==> src/sv/humidity_sensor_two_wire_master_macros.svh <==
// assertion macros for the humidity sensor two-wire master
`ifndef HUMIDITY_SENSOR_TWO_WIRE_MASTER_MACROS_SVH
`define HUMIDITY_SENSOR_TWO_WIRE_MASTER_MACROS_SVH

// same-cycle implication, disabled while reset is low
`define HSTWM_ASSERT_IMP(label, clk, rstn, pre, post) \
    label: assert property (@(posedge clk) disable iff (!(rstn)) (pre) |-> (post)) \
        else $error("hstwm same-cycle check failed");

// next-cycle implication, disabled while reset is low
`define HSTWM_ASSERT_NXT(label, clk, rstn, pre, post) \
    label: assert property (@(posedge clk) disable iff (!(rstn)) (pre) |=> (post)) \
        else $error("hstwm next-cycle check failed");

`endif

==> src/sv/hstwm_pkg.sv <==
// types, command codes and slot tables for the humidity sensor two-wire master
package hstwm_pkg;

    // command codes carried in func
    localparam logic [2:0] CMD_NONE       = 3'd0;
    localparam logic [2:0] CMD_LINE_RESET = 3'd1;
    localparam logic [2:0] CMD_START      = 3'd2;
    localparam logic [2:0] CMD_WRITE      = 3'd3;
    localparam logic [2:0] CMD_READ_ACK   = 3'd4;
    localparam logic [2:0] CMD_READ_CRC   = 3'd5;

    // clock pulses in a line reset (effective 1 to 32)
    localparam logic [5:0] RESET_PULSES = 6'd10;

    // start condition, indexed by slot 0..6
    localparam logic [6:0] START_CLK  = 7'b0110110;
    localparam logic [6:0] START_PULL = 7'b0011100;
    localparam logic [4:0] START_LAST = 5'd6;

    // byte transfer slot landmarks
    localparam logic [4:0] SLOT_ACK    = 5'd16;
    localparam logic [4:0] SLOT_ACK_HI = 5'd17;
    localparam logic [4:0] SLOT_MAX    = 5'd31;

    typedef struct packed {
        logic [2:0] func;
        logic [7:0] write_value;
        logic       data_line_in;
        logic       poll_ready;
    } hstwm_in_t;

    typedef struct packed {
        logic       clock_level;
        logic       data_pull_low;
        logic       busy_res;
        logic       done_res;
        logic [7:0] read_value;
        logic       ack_level;
    } hstwm_res_t;

    typedef struct packed {
        logic [2:0] cmd;
        logic [4:0] step;
        logic [3:0] bit_count;
        logic [7:0] shift;
        logic       ack;
    } hstwm_state_t;

endpackage

==> src/sv/humidity_sensor_two_wire_master.sv <==
// top level of the humidity sensor two-wire master
// an accepted input beat waits in the input register, then moves to the result register
// throughput: one beat per cycle while m_ready is high, set by the single register pass
// each input beat is one bus time slot and yields exactly one result beat
// reset (aresetn low, synchronous): both stages empty, sequencer idle, shift and ack cleared
module humidity_sensor_two_wire_master (
    input  logic       aclk,
    input  logic       aresetn,
    input  logic       s_valid,
    output logic       s_ready,
    input  logic [2:0] s_func,
    input  logic [7:0] s_write_value,
    input  logic       s_data_line_in,
    input  logic       s_poll_ready,
    output logic       m_valid,
    input  logic       m_ready,
    output logic       m_clock_level,
    output logic       m_data_pull_low,
    output logic       m_busy_res,
    output logic       m_done_res,
    output logic [7:0] m_read_value,
    output logic       m_ack_level
);
    import hstwm_pkg::*;

`include "humidity_sensor_two_wire_master_macros.svh"

    // input stage
    logic         in_valid_reg;
    hstwm_in_t    in_reg;

    // sequencer state, advanced once per processed slot
    hstwm_state_t state_reg;
    hstwm_state_t state_next;

    // result stage
    logic         out_valid_reg;
    hstwm_res_t   out_reg;
    hstwm_res_t   res_next;

    logic         advance;

    // a slot moves from input to result register when the result side has room;
    // the input side refills in the same cycle, so beats flow back to back
    assign advance = in_valid_reg && (!out_valid_reg || m_ready);
    assign s_ready = !in_valid_reg || advance;

    hstwm_step u_step (
        .beat_in   (in_reg),
        .state_cur (state_reg),
        .state_nxt (state_next),
        .res       (res_next)
    );

    always_ff @(posedge aclk) begin
        if (!aresetn) begin
            in_valid_reg  <= 1'b0;
            out_valid_reg <= 1'b0;
            state_reg     <= '0;
        end else begin
            // input register takes a beat whenever it is empty or draining
            if (s_ready) begin
                in_valid_reg <= s_valid;
            end
            // result register empties on a taken beat and refills on advance
            if (advance) begin
                out_valid_reg <= 1'b1;
                state_reg     <= state_next;
            end else if (m_ready) begin
                out_valid_reg <= 1'b0;
            end
        end
    end

    // payload registers, no reset needed
    always_ff @(posedge aclk) begin
        if (s_ready && s_valid) begin
            in_reg.func         <= s_func;
            in_reg.write_value  <= s_write_value;
            in_reg.data_line_in <= s_data_line_in;
            in_reg.poll_ready   <= s_poll_ready;
        end
        if (advance) begin
            out_reg <= res_next;
        end
    end

    assign m_valid         = out_valid_reg;
    assign m_clock_level   = out_reg.clock_level;
    assign m_data_pull_low = out_reg.data_pull_low;
    assign m_busy_res      = out_reg.busy_res;
    assign m_done_res      = out_reg.done_res;
    assign m_read_value    = out_reg.read_value;
    assign m_ack_level     = out_reg.ack_level;

    // idle sequencer never carries a stale slot or pulse phase
    `HSTWM_ASSERT_IMP(a_idle_clean, aclk, aresetn, state_reg.cmd == CMD_NONE,
                      state_reg.step == 5'd0 && state_reg.bit_count == 4'd0)
    // a finished command leaves the sequencer idle
    `HSTWM_ASSERT_NXT(a_done_to_idle, aclk, aresetn,
                      advance && res_next.done_res && res_next.busy_res,
                      state_reg.cmd == CMD_NONE)
    // a received byte only shows in the done slot of a running command
    `HSTWM_ASSERT_IMP(a_read_in_done, aclk, aresetn, m_valid && m_read_value != 8'd0,
                      m_done_res && m_busy_res)
    // ack level only comes with done
    `HSTWM_ASSERT_IMP(a_ack_in_done, aclk, aresetn, m_valid && m_ack_level, m_done_res)

endmodule

==> src/sv/hstwm_step.sv <==
// one bus slot of the sequencer: next state and slot result
module hstwm_step (
    input  hstwm_pkg::hstwm_in_t    beat_in,
    input  hstwm_pkg::hstwm_state_t state_cur,
    output hstwm_pkg::hstwm_state_t state_nxt,
    output hstwm_pkg::hstwm_res_t   res
);
    import hstwm_pkg::*;

    hstwm_state_t w;
    logic         run;
    logic [5:0]   pulse_sum;
    logic [4:0]   s;

    always_comb begin
        w         = state_cur;
        run       = 1'b1;
        res       = '0;
        pulse_sum = 6'd0;
        s         = 5'd0;

        // idle: take a command or answer a poll
        if (state_cur.cmd == CMD_NONE) begin
            if (beat_in.func >= CMD_LINE_RESET && beat_in.func <= CMD_READ_CRC) begin
                w.cmd       = beat_in.func;
                w.step      = 5'd0;
                w.bit_count = 4'd0;
                w.ack       = 1'b0;
                w.shift     = (beat_in.func == CMD_WRITE) ? beat_in.write_value : 8'd0;
            end else begin
                run = 1'b0;
                if (beat_in.poll_ready) begin
                    res.done_res  = 1'b1;
                    res.ack_level = ~beat_in.data_line_in;
                end
            end
        end

        if (run) begin
            res.busy_res = 1'b1;
            s            = w.step;
            unique case (w.cmd) inside
                CMD_LINE_RESET: begin
                    if (!w.bit_count[0]) begin
                        res.clock_level = 1'b1;
                        w.bit_count     = 4'd1;
                    end else begin
                        pulse_sum = {1'b0, s} + 6'd1;
                        if (pulse_sum >= RESET_PULSES || s == SLOT_MAX) begin
                            res.done_res = 1'b1;
                        end else begin
                            w.step      = s + 5'd1;
                            w.bit_count = 4'd0;
                        end
                    end
                end
                CMD_START: begin
                    if (s > START_LAST) begin
                        s = START_LAST;
                    end
                    res.clock_level   = START_CLK[s[2:0]];
                    res.data_pull_low = START_PULL[s[2:0]];
                    res.done_res      = (s == START_LAST);
                end
                CMD_WRITE: begin
                    if (s < SLOT_ACK) begin
                        res.clock_level   = s[0];
                        res.data_pull_low = ~w.shift[7];
                        if (s[0]) begin
                            w.shift = {w.shift[6:0], 1'b0};
                        end
                    end else if (s == SLOT_ACK) begin
                        w.ack = beat_in.data_line_in;
                    end else if (s == SLOT_ACK_HI) begin
                        res.clock_level = 1'b1;
                    end else begin
                        res.done_res  = 1'b1;
                        res.ack_level = w.ack;
                    end
                end
                CMD_READ_ACK, CMD_READ_CRC: begin
                    if (s < SLOT_ACK) begin
                        res.clock_level = s[0];
                        if (!s[0]) begin
                            if (w.cmd == CMD_READ_ACK) begin
                                w.shift = {w.shift[6:0], beat_in.data_line_in};
                            end else begin
                                // crc arrives lsb first, each bit enters at the top
                                w.shift = {beat_in.data_line_in, w.shift[7:1]};
                            end
                        end
                    end else if (s == SLOT_ACK || s == SLOT_ACK_HI) begin
                        res.clock_level   = (s == SLOT_ACK_HI);
                        res.data_pull_low = (w.cmd == CMD_READ_ACK);
                    end else begin
                        res.done_res   = 1'b1;
                        res.read_value = w.shift;
                    end
                end
                default: begin
                    res.done_res = 1'b1;
                end
            endcase

            if (res.done_res) begin
                w.cmd       = CMD_NONE;
                w.step      = 5'd0;
                w.bit_count = 4'd0;
            end else if (w.cmd != CMD_LINE_RESET) begin
                w.step = w.step + 5'd1;
            end
        end

        state_nxt = w;
    end

endmodule

==> config.mk <==
export PLATFORM = sky130hd
export DESIGN_NAME = humidity_sensor_two_wire_master
export DESIGN_NICKNAME = d
export VERILOG_FILES = /design/src/sv/hstwm_pkg.sv /design/src/sv/humidity_sensor_two_wire_master.sv /design/src/sv/hstwm_step.sv
export VERILOG_INCLUDE_DIRS = /design/src /design/src/sv
export SDC_FILE = /design/constraint.sdc
export NUM_CORES = 1
export LEC_CHECK = 0
export BUFFER_PORTS_ARGS = -buffer_cell sky130_fd_sc_hd__buf_2
export CORE_MARGIN = 1
export CORE_UTILIZATION = 50
export CTS_BUF_LIST = sky130_fd_sc_hd__clkbuf_2
export CTS_CLUSTER_SIZE = 25
export DETAILED_ROUTE_END_ITERATION = 7
export MAX_ROUTING_LAYER = met4
export PLACE_DENSITY = 0.65
export SLEW_MARGIN = 40
export SYNTH_ARGS = -nofsm -noshare
export SYNTH_HDL_FRONTEND = slang
export SYNTH_HIERARCHICAL = 1
export SYNTH_SLANG_ARGS = --single-unit
==> constraint.sdc <==
create_clock -name aclk -period 6.55 [get_ports aclk]
set_clock_uncertainty 0.1 [all_clocks]
set_input_delay 1.31 -clock aclk [delete_from_list [all_inputs] [get_ports aclk]]
set_output_delay 1.31 -clock aclk [all_outputs]
set_load 0.02 [all_outputs]
==> results.py <==
metrics = {
    "cells_and_area": {
        "syn_to_final_growth_pct": 6.165,
        "final_common_cell": "nand2_1",
        "largest_reg_flops": 18,
        "nNetsFinal": 353,
        "final_layout_size_suffix_gt1_share_pct": 18.92,
        "diodes": 0,
        "instances_no_fill": 405,
        "final_cell_mix": "50 x nand2_1, 31 x buf_2, 26 x edfxtp_1",
        "final_util_pct": 56.05,
    },
    "route": {
        "final_antenna_net_count": 0,
        "drc_errors": 0,
        "routedWlPerCell_um": 15.45,
        "first_iter_violations": 289,
        "drt_pass1_iterations": 6,
        "via_per_inst": 5.968,
        "vias": 2417,
        "routed_wl_um": 6259,
    },
    "worst_setup_path": {
        "critPathCaptureType": "flip-flop",
        "r2r_start": "state_reg[20]$_SDFFE_PN0P_",
        "arrival_ns": 5.12,
        "r2r_end": "state_reg[15]$_SDFFE_PN0P_",
        "worstSetupPathType": "reg2reg",
        "start_kind": "flip-flop",
        "r2r.worst_path.cells": 18,
        "regToRegSetupSlack_ns": 1.66,
        "path_max_fanout": 13,
        "crit_required_ns": 6.78,
    },
    "pwr": {
        "seqPwrFrac_pct": 57.6,
        "power_density_nw_per_um2": 183.3,
        "swShare_pct": 32.11,
        "intPower_uw": 388.7,
        "clock_power_share_pct": 22.2,
        "power_uw": 572.6,
        "switchingPower_uw": 183.9,
        "p_comb_share_pct": 20.2,
        "p_leak_uw": 0.001129,
        "ir_drop_v": 0.0001071,
    },
    "cts": {
        "clk_pin_slew_ns": 0.25,
        "cts-buffers-inserted": 5,
        "clockBufferDepth": 2,
        "postCtsResizedCells": 0,
        "cts_tree": "built",
        "post_cts_buffers": 0,
        "htreeDepth": 2,
        "hold_buffers": 0,
        "clk-insertion-delay-late_ns": 0.43,
        "cts-root-buf": "clkbuf_2",
        "cts_sinks": 46,
    },
    "die": {
        "die-area_um2": 6196,
        "die_h_um": 78.72,
        "core_um2": 5574,
        "die_x_um": 78.72,
        "row_count": 27,
        "initial_core_util_pct": 52.79,
        "io_pins": 32,
    },
    "worst_hold_path": {
        "hold_class": "reg2reg",
        "hp-start": "state_reg[1]$_SDFFE_PN0P_",
        "hold_depth": 2,
        "min_to": "state_reg[1]$_SDFFE_PN0P_",
    },
    "timing": {
        "tightestPinTransition_ns": 0.7847,
        "maxSlewViolCount": 0,
        "hold_viol": 0,
        "hold_slack_ns": 0.3780,
        "fin_crit_ns": 4.891,
        "finalSetupViolCount": 0,
        "min_period_over_period_pct": 74.67,
        "fmaxAchievable_ghz": 0.2045,
        "setup_tns_ns": 0,
        "rsz0062_at_grt": "false",
        "slew-limit-headroom_pct": 47.40,
    },
    "logic_synthesis": {
        "syn_area_um2": 2943,
        "synth_cells": 315,
        "syn_area_per_cell_um2": 9.342,
        "synthesis.nets": 336,
        "yosys_warnings": 6,
    },
    "status": {
        "status": "completed",
    },
    "global_route": {
        "grt_pass1_wl_um": 10520,
        "track_usage_pct": 22.19,
        "grt_pass1_vias": 2231,
        "overflow": 0,
        "grt_max_degree": 39,
        "grt_antenna_before_repair": 0,
    },
    "placed_design": {
        "hpwl_um": 4460,
        "gp_congestion": 0.8785,
        "place_inst": 397,
        "io_buffers": 31,
    },
    "flow_run": {
        "max-cap-violations": 0,
    },
}
critical path, stage by stage, from the launching register on:
cell and delay [ns]:
dfxtp_1 0.50, or3_1 0.54, nor3_2 0.70, nor2_1 0.14, ha_1 0.36, or3b_2 0.46, a31oi_1 0.24, nand2b_1 0.16
nor2_1 0.14, xnor2_1 0.13, nor2_1 0.06, ha_1 0.28, a311oi_1 0.29, a21oi_1 0.07, a21oi_1 0.13, nor3_1 0.06
a311o_1 0.31, nand2_1 0.06, mux2i_1 0.08
metrics by stage:
| stage | cell area, um2 | worst slack (ns) |
|---|---|---|
| floorplan | 2943 | 2.466 |
| global placement | 3045 | 1.894 |
| detailed placement | 3075 | 1.761 |
| CTS | 3124 | 1.710 |
| global route | 3124 | 1.269 |
| finish | 3124 | 1.659 |
area by class of cell:
cell class / instances / area [um2]
Clock inverter: 3 / 23.77
Tap cell: 72 / 90.09
Timing Repair Buffer: 34 / 192.7
Multi-Input combinational cell: 231 / 1559
Inverter: 14 / 52.55
Sequential cell: 46 / 1181
Clock buffer: 5 / 25.02
Fill cell: 518 / 2450
worst max path at each step:
stage / from / slack [ns] / to / cells after the start
after global routing: state_reg[20]$_SDFFE_PN0P_ / 1.27 / state_reg[15]$_SDFFE_PN0P_ / 18
after global placement: state_reg[20]$_SDFFE_PN0P_ / 1.89 / state_reg[15]$_SDFFE_PN0P_ / 18
final: state_reg[20]$_SDFFE_PN0P_ / 1.66 / state_reg[15]$_SDFFE_PN0P_ / 18
after CTS: state_reg[20]$_SDFFE_PN0P_ / 1.71 / state_reg[15]$_SDFFE_PN0P_ / 18
after detailed placement: state_reg[20]$_SDFFE_PN0P_ / 1.76 / state_reg[15]$_SDFFE_PN0P_ / 18
after floorplan: state_reg[20]$_SDFFE_PN0P_ / 2.47 / state_reg[15]$_SDFFE_PN0P_ / 20
routing by layer:
layer  wire length, um  GRT usage, %  share of wire [%]  vias to the layer above
met5                 0             -                  0                        -
met4                61         6.481               0.97                        0
met3               385         3.103                6.2                        8
met2              2675         31.65                 43                      108
met1              3135         32.65                 50                     1117
li1                  -             -                  -                     1184
power by group through the flow:
| stage | clock network, uW | logic (uW) | registers (uW) |
|---|---|---|---|
| after detailed placement | 0 | 114 | 336 |
| after floorplan | 0 | 88.9 | 335 |
| after global placement | 0 | 113 | 336 |
| after CTS | 133 | 114 | 330 |
| after global routing | 143 | 126 | 332 |
| final | 127 | 116 | 330 |
Note: power is estimated with default switching activity, not from simulation.
